File: src/rtl/core/mbet_pkg.sv
// ----------------------------------------------------------------------------
// mbet_pkg
// Shared types and constants of the multibrot escape-time colorizer.
// ----------------------------------------------------------------------------
`default_nettype none

package mbet_pkg;

    // Port field widths
    localparam int COORD_IN_W = 32;
    localparam int COUNT_OUT_W = 16;
    localparam int RGB_W = 24;
    localparam int CFG_IDX_W = 2;
    localparam int CFG_DATA_W = 32;

    // Register widths
    localparam int RADIUS_W = 32;
    localparam int LIMIT_W = 16;
    localparam int EXP_W = 4;

    // Fixed-point format of the coordinates
    localparam int FRAC_BITS = 28;

    // Register reset values
    localparam logic [RADIUS_W-1:0] RADIUS_RESET = 32'h0400_0000;
    localparam logic [LIMIT_W-1:0] LIMIT_RESET = 16'd256;
    localparam logic [EXP_W-1:0] EXP_RESET = 4'd2;
    localparam logic [EXP_W-1:0] EXP_MAX = 4'd8;

    // Register indexes
    typedef enum logic [CFG_IDX_W-1:0] {
        CFG_RADIUS = 2'd0,
        CFG_LIMIT = 2'd1,
        CFG_EXPONENT = 2'd2
    } cfg_index_t;

    // Hue unit sizing: 100 * count fits 24 bits, root has 12 bits
    localparam int HUE_VW = 24;
    localparam int HUE_W = 12;
    localparam int HUE_Q_W = 7;
    localparam logic [HUE_VW-1:0] ROOT_TOP_BIT = 24'h40_0000;
    localparam logic [HUE_VW-1:0] HUE_SCALE = 24'd100;
    localparam int RECIP_60 = 1092;
    localparam int RECIP_SHIFT = 16;
    localparam logic [HUE_W-1:0] SECTOR_SPAN = 12'd60;
    localparam logic [HUE_Q_W-1:0] SECTOR_LAST = 7'd5;
    localparam logic [7:0] FULL_LEVEL = 8'd255;
    localparam logic [RGB_W-1:0] BLACK = 24'h00_0000;

    // Request to the hue unit
    typedef struct packed {
        logic start;
        logic [COUNT_OUT_W-1:0] count;
    } hue_req_t;

    // Response from the hue unit
    typedef struct packed {
        logic done;
        logic [RGB_W-1:0] rgb;
    } hue_rsp_t;

endpackage

`default_nettype wire

File: src/rtl/core/mbet_ifs.sv
// ----------------------------------------------------------------------------
// mbet_ifs
// Valid/ready channels: point requests, results and register writes.
// ----------------------------------------------------------------------------
`default_nettype none

interface mbet_point_if;
    import mbet_pkg::*;
    logic valid;
    logic ready;
    logic signed [COORD_IN_W-1:0] c_real;
    logic signed [COORD_IN_W-1:0] c_imag;
    modport source (output valid, output c_real, output c_imag, input ready);
    modport sink (input valid, input c_real, input c_imag, output ready);
endinterface

interface mbet_result_if;
    import mbet_pkg::*;
    logic valid;
    logic ready;
    logic [COUNT_OUT_W-1:0] escape_count;
    logic [RGB_W-1:0] rgb_color;
    modport source (output valid, output escape_count, output rgb_color, input ready);
    modport sink (input valid, input escape_count, input rgb_color, output ready);
endinterface

interface mbet_cfg_if;
    import mbet_pkg::*;
    logic valid;
    logic ready;
    logic [CFG_IDX_W-1:0] index;
    logic [CFG_DATA_W-1:0] data;
    modport source (output valid, output index, output data, input ready);
    modport sink (input valid, input index, input data, output ready);
endinterface

`default_nettype wire

File: src/rtl/core/mbet_hue.sv
// ----------------------------------------------------------------------------
// mbet_hue
// Maps an escape count to a hue ramp colour: bit-serial integer square root
// of 100*n, sector split by reciprocal multiply, then the sector ramp.
// ----------------------------------------------------------------------------
`default_nettype none

module mbet_hue
(
    input  wire logic             clk,
    input  wire logic             rst_n,
    input  wire mbet_pkg::hue_req_t req,
    output mbet_pkg::hue_rsp_t      rsp
);
    import mbet_pkg::*;

    typedef enum logic [2:0] {
        H_IDLE,
        H_ROOT,
        H_DIV_Q,
        H_DIV_R,
        H_RAMP
    } hstate_t;

    hstate_t state_reg, state_next;
    logic [HUE_VW-1:0] v_reg, v_next;
    logic [HUE_VW-1:0] res_reg, res_next;
    logic [HUE_VW-1:0] bit_reg, bit_next;
    logic [HUE_Q_W-1:0] q_reg, q_next;
    logic [2:0] sector_reg, sector_next;
    logic [5:0] m_reg, m_next;
    logic [RGB_W-1:0] rgb_reg, rgb_next;
    logic done_reg, done_next;

    logic [HUE_W-1:0] hue;
    logic [HUE_VW-1:0] trial;
    logic [HUE_W+10:0] q_prod;
    logic [HUE_W-1:0] rem;
    logic [HUE_Q_W-1:0] q_fix;
    logic [HUE_W-1:0] r_fix;
    logic [9:0] up_prod;
    logic [9:0] down_prod;
    logic [7:0] up;
    logic [7:0] down;

    assign hue = res_reg[HUE_W-1:0];
    assign trial = res_reg + bit_reg;
    assign q_prod = (HUE_W+11)'(hue) * (HUE_W+11)'(RECIP_60);
    assign rem = hue - HUE_W'(q_reg) * SECTOR_SPAN;
    assign up_prod = 10'(m_reg) * 10'd17;
    assign down_prod = (10'd60 - 10'(m_reg)) * 10'd17;
    assign up = up_prod[9:2];
    assign down = down_prod[9:2];

    // Correct the reciprocal quotient by at most one
    always_comb
    begin
        if (rem >= SECTOR_SPAN)
        begin
            q_fix = q_reg + 1'b1;
            r_fix = rem - SECTOR_SPAN;
        end
        else
        begin
            q_fix = q_reg;
            r_fix = rem;
        end
    end

    // Sequence the root, the split and the ramp
    always_comb
    begin
        state_next = state_reg;
        v_next = v_reg;
        res_next = res_reg;
        bit_next = bit_reg;
        q_next = q_reg;
        sector_next = sector_reg;
        m_next = m_reg;
        rgb_next = rgb_reg;
        done_next = 1'b0;
        unique case (state_reg)
            H_IDLE:
            begin
                if (req.start)
                begin
                    v_next = HUE_VW'(req.count) * HUE_SCALE;
                    res_next = '0;
                    bit_next = ROOT_TOP_BIT;
                    state_next = H_ROOT;
                end
            end
            H_ROOT:
            begin
                if (v_reg >= trial)
                begin
                    v_next = v_reg - trial;
                    res_next = (res_reg >> 1) + bit_reg;
                end
                else
                begin
                    res_next = res_reg >> 1;
                end
                bit_next = bit_reg >> 2;
                if (bit_reg[0])
                begin
                    state_next = H_DIV_Q;
                end
            end
            H_DIV_Q:
            begin
                q_next = q_prod[RECIP_SHIFT +: HUE_Q_W];
                state_next = H_DIV_R;
            end
            H_DIV_R:
            begin
                sector_next = (q_fix > SECTOR_LAST) ? 3'(SECTOR_LAST) : 3'(q_fix);
                m_next = r_fix[5:0];
                state_next = H_RAMP;
            end
            H_RAMP:
            begin
                case (sector_reg)
                    3'd0:    rgb_next = {8'd0, up, FULL_LEVEL};
                    3'd1:    rgb_next = {8'd0, FULL_LEVEL, down};
                    3'd2:    rgb_next = {up, FULL_LEVEL, 8'd0};
                    3'd3:    rgb_next = {FULL_LEVEL, down, 8'd0};
                    3'd4:    rgb_next = {FULL_LEVEL, 8'd0, up};
                    default: rgb_next = {down, 8'd0, FULL_LEVEL};
                endcase
                done_next = 1'b1;
                state_next = H_IDLE;
            end
            default:
            begin
                state_next = H_IDLE;
            end
        endcase
    end

    // Hold state and registered outputs
    always_ff @(posedge clk or negedge rst_n)
    begin
        if (!rst_n)
        begin
            state_reg <= H_IDLE;
            done_reg <= 1'b0;
            v_reg <= '0;
            res_reg <= '0;
            bit_reg <= '0;
            q_reg <= '0;
            sector_reg <= '0;
            m_reg <= '0;
            rgb_reg <= '0;
        end
        else
        begin
            state_reg <= state_next;
            done_reg <= done_next;
            v_reg <= v_next;
            res_reg <= res_next;
            bit_reg <= bit_next;
            q_reg <= q_next;
            sector_reg <= sector_next;
            m_reg <= m_next;
            rgb_reg <= rgb_next;
        end
    end

    assign rsp.done = done_reg;
    assign rsp.rgb = rgb_reg;

`ifndef SYNTHESIS
    a_root_bit_onehot: assert property (@(posedge clk) disable iff (!rst_n)
        (state_reg == H_ROOT) |-> $onehot(bit_reg))
        else $error("root trial bit is not one-hot");
`endif

endmodule

`default_nettype wire

File: src/rtl/core/multibrot_escape_time_colorizer.sv
// ----------------------------------------------------------------------------
// multibrot_escape_time_colorizer
// Escape-time iteration of z = z^p + c on one shared signed multiplier,
// followed by hue colouring of the escape count.
// ----------------------------------------------------------------------------
// Every passing test costs two squares plus four products per power step for
// exponent p, all issued one a cycle through the single multiplier.
// Throughput: one point at a time; the next request is taken once the result
// is in the output register. Asynchronous reset loads the register defaults.
// ----------------------------------------------------------------------------
`default_nettype none

module multibrot_escape_time_colorizer
#(
    parameter int COORD_WIDTH = 32,
    parameter int COUNT_WIDTH = 16
)
(
    input wire logic     clk,
    input wire logic     rst_n,
    mbet_point_if.sink   pt,
    mbet_result_if.source res,
    mbet_cfg_if.sink     cfg
);
    import mbet_pkg::*;

    localparam int EFF = (COORD_WIDTH > 32) ? 32 : COORD_WIDTH;
    localparam int CNT_W = (COUNT_WIDTH >= 16) ? 16 : COUNT_WIDTH;
    localparam int PW = 2 * EFF;
    localparam int SHW = PW - FRAC_BITS;
    localparam int SUMW = ((SHW > EFF) ? SHW : EFF) + 1;
    localparam int ADDW = COORD_IN_W + 1;

    typedef enum logic [3:0] {
        S_IDLE,
        S_DIST_A,
        S_DIST_B,
        S_DIST_C,
        S_MUL_0,
        S_MUL_1,
        S_MUL_2,
        S_MUL_3,
        S_MUL_4,
        S_ADD,
        S_HUE_START,
        S_HUE_WAIT,
        S_DONE
    } state_t;

    // Configuration registers
    logic [RADIUS_W-1:0] radius_reg;
    logic [LIMIT_W-1:0] limit_reg;
    logic [EXP_W-1:0] exp_reg;

    state_t state_reg, state_next;
    logic signed [COORD_IN_W-1:0] c_real_reg, c_real_next;
    logic signed [COORD_IN_W-1:0] c_imag_reg, c_imag_next;
    logic signed [EFF-1:0] z_real_reg, z_real_next;
    logic signed [EFF-1:0] z_imag_reg, z_imag_next;
    logic signed [EFF-1:0] rr_reg, rr_next;
    logic signed [EFF-1:0] ri_reg, ri_next;
    logic signed [PW-1:0] prod_reg, prod_next;
    logic [PW-1:0] acc_reg, acc_next;
    logic signed [SHW-1:0] t0_reg, t0_next;
    logic signed [SUMW-1:0] nr_reg, nr_next;
    logic [CNT_W-1:0] count_reg, count_next;
    logic [2:0] pstep_reg, pstep_next;
    logic [RGB_W-1:0] rgb_reg, rgb_next;
    logic [COUNT_OUT_W-1:0] out_count_reg, out_count_next;
    logic [RGB_W-1:0] out_rgb_reg, out_rgb_next;
    logic out_valid_reg, out_valid_next;

    logic signed [EFF-1:0] mul_a;
    logic signed [EFF-1:0] mul_b;
    logic signed [SHW-1:0] sh;
    logic signed [SUMW-1:0] ni_sum;
    logic nr_fits;
    logic ni_fits;
    logic signed [ADDW-1:0] add_r;
    logic signed [ADDW-1:0] add_i;
    logic add_fits;
    logic [PW:0] mag_sum;
    logic [64:0] dist_ext;
    logic [64:0] bound;
    logic [EXP_W-1:0] p_eff;
    logic [CNT_W-1:0] limit_eff;
    logic at_limit;
    logic more_steps;
    hue_req_t hue_req;
    hue_rsp_t hue_rsp;

    // Write configuration registers
    assign cfg.ready = 1'b1;

    always_ff @(posedge clk or negedge rst_n)
    begin
        if (!rst_n)
        begin
            radius_reg <= RADIUS_RESET;
            limit_reg <= LIMIT_RESET;
            exp_reg <= EXP_RESET;
        end
        else if (cfg.valid)
        begin
            unique case (cfg.index)
                CFG_RADIUS:   radius_reg <= cfg.data[RADIUS_W-1:0];
                CFG_LIMIT:    limit_reg <= cfg.data[LIMIT_W-1:0];
                CFG_EXPONENT: exp_reg <= cfg.data[EXP_W-1:0];
                default:      ;
            endcase
        end
    end

    // Clamp the exponent and mask the limit
    assign p_eff = (exp_reg == '0) ? EXP_W'(1) : ((exp_reg > EXP_MAX) ? EXP_MAX : exp_reg);
    assign limit_eff = limit_reg[CNT_W-1:0];
    assign at_limit = (count_reg >= limit_eff);
    assign more_steps = ((EXP_W'(pstep_reg) + EXP_W'(2)) < p_eff);

    // Shared multiplier and floored product
    assign prod_next = mul_a * mul_b;
    assign sh = prod_reg[PW-1:FRAC_BITS];
    assign ni_sum = SUMW'(t0_reg) + SUMW'(sh);
    assign nr_fits = (&nr_reg[SUMW-1:EFF-1]) || !(|nr_reg[SUMW-1:EFF-1]);
    assign ni_fits = (&ni_sum[SUMW-1:EFF-1]) || !(|ni_sum[SUMW-1:EFF-1]);

    // Add c and check the coordinate range
    assign add_r = ADDW'(rr_reg) + ADDW'(c_real_reg);
    assign add_i = ADDW'(ri_reg) + ADDW'(c_imag_reg);
    assign add_fits = ((&add_r[ADDW-1:EFF-1]) || !(|add_r[ADDW-1:EFF-1]))
                   && ((&add_i[ADDW-1:EFF-1]) || !(|add_i[ADDW-1:EFF-1]));

    // Squared magnitude against the escape bound
    assign mag_sum = {1'b0, acc_reg} + {1'b0, prod_reg};
    assign dist_ext = 65'(mag_sum);
    assign bound = 65'({radius_reg, 32'd0});

    // Sequence tests, power steps and colouring
    always_comb
    begin
        state_next = state_reg;
        c_real_next = c_real_reg;
        c_imag_next = c_imag_reg;
        z_real_next = z_real_reg;
        z_imag_next = z_imag_reg;
        rr_next = rr_reg;
        ri_next = ri_reg;
        acc_next = acc_reg;
        t0_next = t0_reg;
        nr_next = nr_reg;
        count_next = count_reg;
        pstep_next = pstep_reg;
        rgb_next = rgb_reg;
        out_count_next = out_count_reg;
        out_rgb_next = out_rgb_reg;
        out_valid_next = out_valid_reg && !res.ready;
        mul_a = '0;
        mul_b = '0;
        unique case (state_reg)
            S_IDLE:
            begin
                if (pt.valid)
                begin
                    c_real_next = pt.c_real;
                    c_imag_next = pt.c_imag;
                    z_real_next = '0;
                    z_imag_next = '0;
                    count_next = '0;
                    pstep_next = '0;
                    state_next = S_DIST_A;
                end
            end
            S_DIST_A:
            begin
                mul_a = z_real_reg;
                mul_b = z_real_reg;
                state_next = S_DIST_B;
            end
            S_DIST_B:
            begin
                mul_a = z_imag_reg;
                mul_b = z_imag_reg;
                acc_next = prod_reg;
                state_next = S_DIST_C;
            end
            S_DIST_C:
            begin
                if (at_limit || !(dist_ext < bound))
                begin
                    state_next = S_HUE_START;
                end
                else
                begin
                    count_next = count_reg + 1'b1;
                    rr_next = z_real_reg;
                    ri_next = z_imag_reg;
                    pstep_next = '0;
                    state_next = (p_eff == EXP_W'(1)) ? S_ADD : S_MUL_0;
                end
            end
            S_MUL_0:
            begin
                mul_a = z_real_reg;
                mul_b = rr_reg;
                state_next = S_MUL_1;
            end
            S_MUL_1:
            begin
                mul_a = z_imag_reg;
                mul_b = ri_reg;
                t0_next = sh;
                state_next = S_MUL_2;
            end
            S_MUL_2:
            begin
                mul_a = z_real_reg;
                mul_b = ri_reg;
                nr_next = SUMW'(t0_reg) - SUMW'(sh);
                state_next = S_MUL_3;
            end
            S_MUL_3:
            begin
                mul_a = rr_reg;
                mul_b = z_imag_reg;
                t0_next = sh;
                state_next = S_MUL_4;
            end
            S_MUL_4:
            begin
                if (!nr_fits || !ni_fits)
                begin
                    state_next = S_HUE_START;
                end
                else
                begin
                    rr_next = nr_reg[EFF-1:0];
                    ri_next = ni_sum[EFF-1:0];
                    pstep_next = pstep_reg + 1'b1;
                    state_next = more_steps ? S_MUL_0 : S_ADD;
                end
            end
            S_ADD:
            begin
                if (!add_fits)
                begin
                    state_next = S_HUE_START;
                end
                else
                begin
                    z_real_next = add_r[EFF-1:0];
                    z_imag_next = add_i[EFF-1:0];
                    state_next = S_DIST_A;
                end
            end
            S_HUE_START:
            begin
                state_next = S_HUE_WAIT;
            end
            S_HUE_WAIT:
            begin
                if (hue_rsp.done)
                begin
                    rgb_next = at_limit ? BLACK : hue_rsp.rgb;
                    state_next = S_DONE;
                end
            end
            S_DONE:
            begin
                if (!out_valid_reg || res.ready)
                begin
                    out_count_next = COUNT_OUT_W'(count_reg);
                    out_rgb_next = rgb_reg;
                    out_valid_next = 1'b1;
                    state_next = S_IDLE;
                end
            end
            default:
            begin
                state_next = S_IDLE;
            end
        endcase
    end

    // Hold state and registered outputs
    always_ff @(posedge clk or negedge rst_n)
    begin
        if (!rst_n)
        begin
            state_reg <= S_IDLE;
            out_valid_reg <= 1'b0;
            count_reg <= '0;
            pstep_reg <= '0;
            c_real_reg <= '0;
            c_imag_reg <= '0;
            z_real_reg <= '0;
            z_imag_reg <= '0;
            rr_reg <= '0;
            ri_reg <= '0;
            prod_reg <= '0;
            acc_reg <= '0;
            t0_reg <= '0;
            nr_reg <= '0;
            rgb_reg <= '0;
            out_count_reg <= '0;
            out_rgb_reg <= '0;
        end
        else
        begin
            state_reg <= state_next;
            out_valid_reg <= out_valid_next;
            count_reg <= count_next;
            pstep_reg <= pstep_next;
            c_real_reg <= c_real_next;
            c_imag_reg <= c_imag_next;
            z_real_reg <= z_real_next;
            z_imag_reg <= z_imag_next;
            rr_reg <= rr_next;
            ri_reg <= ri_next;
            prod_reg <= prod_next;
            acc_reg <= acc_next;
            t0_reg <= t0_next;
            nr_reg <= nr_next;
            rgb_reg <= rgb_next;
            out_count_reg <= out_count_next;
            out_rgb_reg <= out_rgb_next;
        end
    end

    // Hue unit
    assign hue_req.start = (state_reg == S_HUE_START);
    assign hue_req.count = COUNT_OUT_W'(count_reg);

    mbet_hue u_hue
    (
        .clk   (clk),
        .rst_n (rst_n),
        .req   (hue_req),
        .rsp   (hue_rsp)
    );

    // Drive the channels
    assign pt.ready = (state_reg == S_IDLE);
    assign res.valid = out_valid_reg;
    assign res.escape_count = out_count_reg;
    assign res.rgb_color = out_rgb_reg;

`ifndef SYNTHESIS
    a_result_from_done: assert property (@(posedge clk) disable iff (!rst_n)
        $rose(out_valid_reg) |-> $past(state_reg == S_DONE))
        else $error("result raised outside the done state");

    a_hue_done_waited: assert property (@(posedge clk) disable iff (!rst_n)
        hue_rsp.done |-> (state_reg == S_HUE_WAIT))
        else $error("hue response arrived while not waiting");

    a_accept_starts_test: assert property (@(posedge clk) disable iff (!rst_n)
        (pt.valid && pt.ready) |=> (state_reg == S_DIST_A))
        else $error("accepted request did not start the escape test");
`endif

endmodule

`default_nettype wire

File: src/flat_wrapper.sv
// flat-port wrapper written by rule: the top's interface ports become plain ports
module multibrot_escape_time_colorizer_flat import mbet_pkg::*;
#(
    parameter int COORD_WIDTH = 32,
    parameter int COUNT_WIDTH = 16
)
  (clk, rst_n, pt_valid, pt_c_real, pt_c_imag, pt_ready, res_valid, res_escape_count, res_rgb_color, res_ready, cfg_valid, cfg_index, cfg_data, cfg_ready);
  mbet_point_if pt_i ();
  mbet_result_if res_i ();
  mbet_cfg_if cfg_i ();
  input wire logic clk;
  input wire logic rst_n;
  input wire logic [$bits(pt_i.valid)-1:0] pt_valid;
  input wire logic [$bits(pt_i.c_real)-1:0] pt_c_real;
  input wire logic [$bits(pt_i.c_imag)-1:0] pt_c_imag;
  output wire logic [$bits(pt_i.ready)-1:0] pt_ready;
  output wire logic [$bits(res_i.valid)-1:0] res_valid;
  output wire logic [$bits(res_i.escape_count)-1:0] res_escape_count;
  output wire logic [$bits(res_i.rgb_color)-1:0] res_rgb_color;
  input wire logic [$bits(res_i.ready)-1:0] res_ready;
  input wire logic [$bits(cfg_i.valid)-1:0] cfg_valid;
  input wire logic [$bits(cfg_i.index)-1:0] cfg_index;
  input wire logic [$bits(cfg_i.data)-1:0] cfg_data;
  output wire logic [$bits(cfg_i.ready)-1:0] cfg_ready;
  assign pt_i.valid = pt_valid;
  assign pt_i.c_real = pt_c_real;
  assign pt_i.c_imag = pt_c_imag;
  assign pt_ready = pt_i.ready;
  assign res_valid = res_i.valid;
  assign res_escape_count = res_i.escape_count;
  assign res_rgb_color = res_i.rgb_color;
  assign res_i.ready = res_ready;
  assign cfg_i.valid = cfg_valid;
  assign cfg_i.index = cfg_index;
  assign cfg_i.data = cfg_data;
  assign cfg_ready = cfg_i.ready;
  multibrot_escape_time_colorizer #(.COORD_WIDTH(COORD_WIDTH), .COUNT_WIDTH(COUNT_WIDTH)) u_core (.clk(clk), .rst_n(rst_n), .pt(pt_i), .res(res_i), .cfg(cfg_i));
endmodule
File: config.mk
export PLATFORM = sky130hd
export DESIGN_NAME = multibrot_escape_time_colorizer_flat
export DESIGN_NICKNAME = d
export VERILOG_FILES = /design/src/rtl/core/mbet_pkg.sv /design/src/rtl/core/mbet_ifs.sv /design/src/rtl/core/mbet_hue.sv /design/src/rtl/core/multibrot_escape_time_colorizer.sv /design/src/flat_wrapper.sv
export SDC_FILE = /design/constraint.sdc
export NUM_CORES = 2
export LEC_CHECK = 0
export ABC_AREA = 1
export BUFFER_PORTS_ARGS = -buffer_cell sky130_fd_sc_hd__buf_4
export CORE_ASPECT_RATIO = 1.75
export CORE_MARGIN = 2
export CORE_UTILIZATION = 54
export DETAILED_ROUTE_END_ITERATION = 12
export PLACE_DENSITY_LB_ADDON = 0.3
export SYNTH_ARGS = -nofsm -noshare
export SYNTH_HDL_FRONTEND = slang
export SYNTH_SLANG_ARGS = --single-unit
File: constraint.sdc
create_clock -name clk -period 11.2 [get_ports clk]
set_input_delay 1.68 -clock clk [delete_from_list [all_inputs] [get_ports clk]]
set_output_delay 1.68 -clock clk [all_outputs]
set_load 0.005 [all_outputs]
==> parameters.txt, run 1 <==
Parameter                              Value

Status
  Outcome    aborted with a tool error
  Terminating stage of the flow    global routing (5_1_grt)
  First error message    [ERROR GRT-0116] Global routing finished with congestion. Check the congestion regions in the DRC Viewer.

Floorplanning
  Effective utilization at floorplan    54.5%
  Die Span X    297 microns
  Height of the die    516 microns
  Boundary pin count    146
  Cell Rows    187

Yosys
  Synthesized instance count    9983
  Synthesized netlist net count    11800
  Flip-flop and latch count after synthesis    637
  Per-instance average area after synthesis    8.11 sq um
  Number of flops mapped to enable cells by yosys    0
  Fraction of the yosys area taken by sequential cells    19.7%
  Library cells used by synthesis    between 60 and 70
  Most common flop cell mapped by yosys    sky130_fd_sc_hd__dfrtp_1
  Ys async rst share    100%
  Cell area after technology mapping    80900 sq um
  Ys Warns    0

Placement
  Final HPWL DP    278000 microns
  Placed insts    12000
  Setup WS pre-CTS    0.885 ns
  Count of input and output buffers    144
  Final weighted congestion in routability-driven placement    1.15

Clock tree
  TritonCTS Buffers    67
  Clock Tree Buf Depth    3
  Cell at the root of the clock tree    sky130_fd_sc_hd__clkbuf_16
  Max H-tree Level    3
  Number of resized instances in the post-cts repair step    0
  Post-CTS Hold Fix Bufs    0
  Clock sink total    637
  Buffers inserted during post-CTS setup optimization    0

GRT
  Number of global-route vias before repair    79500
  Overall overflow remaining after global route    7
  Largest net degree at the start of global routing    194
  Global-route wire length before repair    539000 microns
  Overall fraction of global-route tracks in use    49.4%
-- cells in the mapped netlist, types with 17 or more instances --
| master | instances | area [sq um] |
|---|---|---|
| sky130_fd_sc_hd__nor3_1 | 83 | 415 |
| sky130_fd_sc_hd__nor4_1 | 25 | 156 |
| sky130_fd_sc_hd__inv_1 | 1930 | 7240 |
| sky130_fd_sc_hd__nand2_2 | 50 | 313 |
| sky130_fd_sc_hd__a21o_1 | 44 | 330 |
| sky130_fd_sc_hd__ha_1 | 619 | 7740 |
| sky130_fd_sc_hd__mux2_2 | 69 | 777 |
| sky130_fd_sc_hd__a21oi_1 | 513 | 2570 |
| sky130_fd_sc_hd__or2_2 | 33 | 206 |
| sky130_fd_sc_hd__nand2_1 | 1835 | 6890 |
| sky130_fd_sc_hd__clkbuf_1 | 230 | 863 |
| sky130_fd_sc_hd__xor2_1 | 147 | 1290 |
| sky130_fd_sc_hd__o22ai_1 | 86 | 538 |
| sky130_fd_sc_hd__nor2_1 | 995 | 3730 |
| sky130_fd_sc_hd__buf_2 | 60 | 300 |
| sky130_fd_sc_hd__nand3_1 | 211 | 1060 |
| sky130_fd_sc_hd__dfrtp_1 | 634 | 15900 |
| sky130_fd_sc_hd__o21ai_2 | 64 | 561 |
| sky130_fd_sc_hd__nand4_1 | 63 | 394 |
| sky130_fd_sc_hd__xnor2_1 | 93 | 815 |
| sky130_fd_sc_hd__a21boi_0 | 22 | 165 |
| sky130_fd_sc_hd__o21a_1 | 17 | 128 |
| sky130_fd_sc_hd__inv_2 | 37 | 139 |
| sky130_fd_sc_hd__o21bai_1 | 39 | 293 |
| sky130_fd_sc_hd__a31oi_1 | 102 | 638 |
| sky130_fd_sc_hd__fa_1 | 1115 | 22300 |
| sky130_fd_sc_hd__o211ai_1 | 31 | 233 |
| sky130_fd_sc_hd__o221ai_1 | 25 | 219 |
| sky130_fd_sc_hd__o21ai_0 | 624 | 3120 |
-- per-stage QoR --
stage / cell area, sq um / hold slack [ns]
2_1_floorplan: 80900 / 0.443
3_3_place_gp: 84600 / 0.454
3_5_place_dp: 84600 / 0.466
4_1_cts: 86800 / 0.484
-- layer usage --
layer | track usage [%] | overflow
met2 | 77.9 | 3
met1 | 45.8 | 0
met5 | 1.57 | 0
met3 | 19.4 | 0
met4 | 55.1 | 4
-- cells by family after synthesis --
family / synth area share, %
compound gates: 11.8
xor+xnor: 2.60
fa+ha+maj: 37.2
buf+inv: 10.9
flops: 19.7
mux: 0.973
other cells: 0.00463
simple gates: 16.8
==> run 2: changes to the inputs <==
--- a/config.mk
+++ b/config.mk
@@ -7,11 +7,10 @@
 export LEC_CHECK = 0
 export ABC_AREA = 1
 export BUFFER_PORTS_ARGS = -buffer_cell sky130_fd_sc_hd__buf_4
-export CORE_ASPECT_RATIO = 1.75
 export CORE_MARGIN = 2
-export CORE_UTILIZATION = 54
+export CORE_UTILIZATION = 39
 export DETAILED_ROUTE_END_ITERATION = 12
-export PLACE_DENSITY_LB_ADDON = 0.3
+export PLACE_DENSITY_LB_ADDON = 0.15
 export SYNTH_ARGS = -nofsm -noshare
 export SYNTH_HDL_FRONTEND = slang
 export SYNTH_SLANG_ARGS = --single-unit
==> parameters.txt, run 2 <==
Parameter                              Value

Yosys
  Share of cell area taken by muxes after synthesis    0.973%
  Leading cell types by count after synthesis    sky130_fd_sc_hd__inv_1, sky130_fd_sc_hd__nand2_1, sky130_fd_sc_hd__fa_1
  Synthesized instance count    9983
  Ys Warns    0
  Share of synthesized cell area in and, or, nand and nor gates    roughly 17%
  Main combinational cell family by area after synthesis    adder cells
  Post-Synth XOR/XNOR Area    roughly 2.6%
  Fraction of the yosys area taken by sequential cells    approximately a fifth
  Leading cell type by number of instances after synthesis    sky130_fd_sc_hd__inv_1
  Share of the synthesized area in the top cell type    between 20 and 30%
  Yosys top cell by area    sky130_fd_sc_hd__fa_1
  Most area-consuming cells after synthesis    sky130_fd_sc_hd__fa_1, sky130_fd_sc_hd__dfrtp_1, sky130_fd_sc_hd__ha_1
  Synthesized netlist net count    11800
  Library cells used by synthesis    65
  Cell area after technology mapping    just over 80000 sq um
  Per-instance average area after synthesis    8.11 sq um
  Most common flop cell mapped by yosys    sky130_fd_sc_hd__dfrtp_1
  Ys async rst share    100%
  Number of flops mapped to enable cells by yosys    0
  Post-synthesis compound-gate area fraction    between 10% and 20%
  Adder and majority cell fraction of the synthesized area    37.2%
  Flip-flop and latch count after synthesis    637

Power and ir drop
  Net switching share of the total power    a little over half
  Lkg Pwr    44.3 nW
  Part of the total power dissipated in combinational logic    62.8%
  Ratio of total power to cell area    203 nW/um^2
  Seq pwr share    21.5%
  Internal power    approximately 0.0082 W
  Worst ir drop on vdd    0.000199 V
  Sw Pwr    a little under 0.01 W
  Total Power    between 0.015 and 0.02 W
  Clock power frac    between 10% and 20%

Clock tree
  Clock tree from TritonCTS    yes
  Clock transition at the registers of the reported paths    0.06 ns
  TritonCTS Buffers    79
  Clock Tree Buf Depth    3
  Max H-tree Level    3
  Number of resized instances in the post-cts repair step    0
  Clock latency of the later-clocked register in the worst-skew pair    0.71 ns
  Post-CTS Hold Fix Bufs    0
  Cell at the root of the clock tree    sky130_fd_sc_hd__clkbuf_16
  Buffers inserted during post-CTS setup optimization    0
  Clock sink total    around 640

STA
  Post-route clock period utilization    90.8%
  Worst slew pin tran    1.40 ns
  Number of max-slew violations in the final report    0
  Final Setup Violations    0
  Peak clock frequency supported by timing    ~100 MHz
  Post-Route Skew    0.0350 ns
  Worst rel slew slack    6.55%
  Setup_tns    0 ns
  Final hold slack    0.469 ns
  Final hold viol count    0
  RSZ-0062 raised after global routing    false
  Final Critical Period    approximately 10 ns

Drt
  Ratio of routed vias to standard cells    roughly 5.3
  Detailed-route wire length per cell    23.8 microns
  Number of nets still failing antenna checks after routing    0
  Iter 0 DRT Violations    5493
  Final WL    between 300000 and 400000 microns
  1st-pass router iterations    8
  Overall via count from detail_route    68200
  # DRC    0

Placement
  Count of input and output buffers    approximately 140
  Final HPWL DP    247000 microns
  Placed insts    12700
  Final weighted congestion in routability-driven placement    0.959

Critical path
  Stage delay of the slowest cell on the critical path    0.85 ns
  Element type at the critical path end    flip-flop
  Worst Setup Path Type    reg -> reg
  Master of the slowest instance on the critical path    sky130_fd_sc_hd__clkinv_1
  Top cell by count, worst path    sky130_fd_sc_hd__fa_1
  Startpoint Class    flip-flop
  WP data required    11.83 ns
  Critical path data arrival time    10.80 ns
  Biggest fanout along the worst timing path    33

Finish
  Multi-input gate area    56500 sq um
  Commonest non-fill, non-tap cells in the layout    sky130_fd_sc_hd__inv_1, sky130_fd_sc_hd__nand2_1, sky130_fd_sc_hd__fa_1
  Relative area change from synthesis to final layout    9.07%
  Ratio of cells with drive above 1 in the final layout    7.70%
  Core occupancy in the finished layout    42.7%
  Fin cells    between 10000 and 15000
  Most common library cell in the layout ignoring fill and taps    sky130_fd_sc_hd__inv_1
  Area occupied by registers    around 16000 sq um
  Filler cell count    21100
  Final-stage net count    11900

Floorplanning
  Boundary pin count    approximately 150
  Die Span X    about 460 microns
  DIE AREA    211000 sq um
  Cell Rows    167
  Height of the die    459 microns
  Effective utilization at floorplan    39.2%
  Core Box Area    207000 sq um

GRT
  Overall overflow remaining after global route    0
  Overall fraction of global-route tracks in use    28.9%
  Initial antenna violation count    14
  Number of global-route vias before repair    between 70000 and 80000
  Largest net degree at the start of global routing    155
  Global-route wire length before repair    454000 microns

Worst hold path
  Classification of the worst-slack hold path    reg -> reg

Job
  Max-cap violations    0

Status
  Outcome    finished, final reports clean
run 2: metrics by stage:
| step | instance area (sq um) | worst slack, ns |
|---|---|---|
| finish | 88300 | 1.03 |
| global route | 88200 | 0.591 |
| CTS | 88200 | 1.11 |
| detailed placement | 85400 | 1.12 |
| global placement | 85400 | 0.637 |
| floorplan | 80900 | 2.73 |
run 2: cell families after synthesis:
kind of cell	count (synthesis)
other cells	1
fa+ha+maj	1734
simple gates	3350
flops	637
compound gates	1654
buf+inv	2297
mux	70
xor+xnor	240
run 2: worst paths after layout:
path | from | end | slack [ns] | cells past startpoint
max | u_core.state_reg[0] | u_core.prod_reg[61] | 1.03 | 33
min | u_core.acc_reg[0] | u_core.acc_reg[0] | 0.47 | 2
max reg2reg | u_core.state_reg[0] | u_core.prod_reg[61] | 1.03 | 33
min reg2reg | u_core.acc_reg[0] | u_core.acc_reg[0] | 0.47 | 2
max in group asynchronous | rst_n | u_core.z_real_reg[22] | 8.27 | 3
min in group asynchronous | rst_n | u_core.u_hue.res_reg[20] | 0.99 | 1
run 2: power by group through the flow:
stage | clock, W | sequential (W) | combinational (W)
after floorplan | 0 | 0.00343 | 0.00751
after global routing | 0.00296 | 0.00393 | 0.0124
after CTS | 0.00288 | 0.00385 | 0.0112
after detailed placement | 0 | 0.00388 | 0.0111
final | 0.00281 | 0.00386 | 0.0112
after global placement | 0 | 0.00388 | 0.0110
run 2: worst max-delay path, delay by kind of cell (launching register included):
kind / cells / cell delay (ns)
adders and majority gates: 9 / 4.42
and+or+nand+nor: 12 / 2.52
xor gates and xnor gates: 1 / 0.18
buffers and inverters: 7 / 1.86
AOI/OAI and AO/OA: 4 / 0.66
DFF: 1 / 0.43
run 2: layout make-up:
class / instances / share of cell area (%)
sequential: 637 / 18.1
tap: 2704 / 3.83
multi-input combinational: 7049 / 64.0
clock buffer: 106 / 2.56
antenna: 5 / 0.0142
timing repair buffer: 288 / 2.53
clock inverter: 39 / 0.607
inverter: 1980 / 8.42
run 2: layer usage:
| metal | global-route usage [%] | vias to the layer above | wire length, microns |
|---|---|---|---|
| li1 | - | 31300 | - |
| met1 | 37.7 | 34000 | 126000 |
| met2 | 47.7 | 2357 | 143000 |
| met3 | 4.55 | 571 | 20600 |
| met4 | 12.2 | 12 | 14700 |
| met5 | 0.436 | - | 82 |
Power figures use the tool's default switching activity.
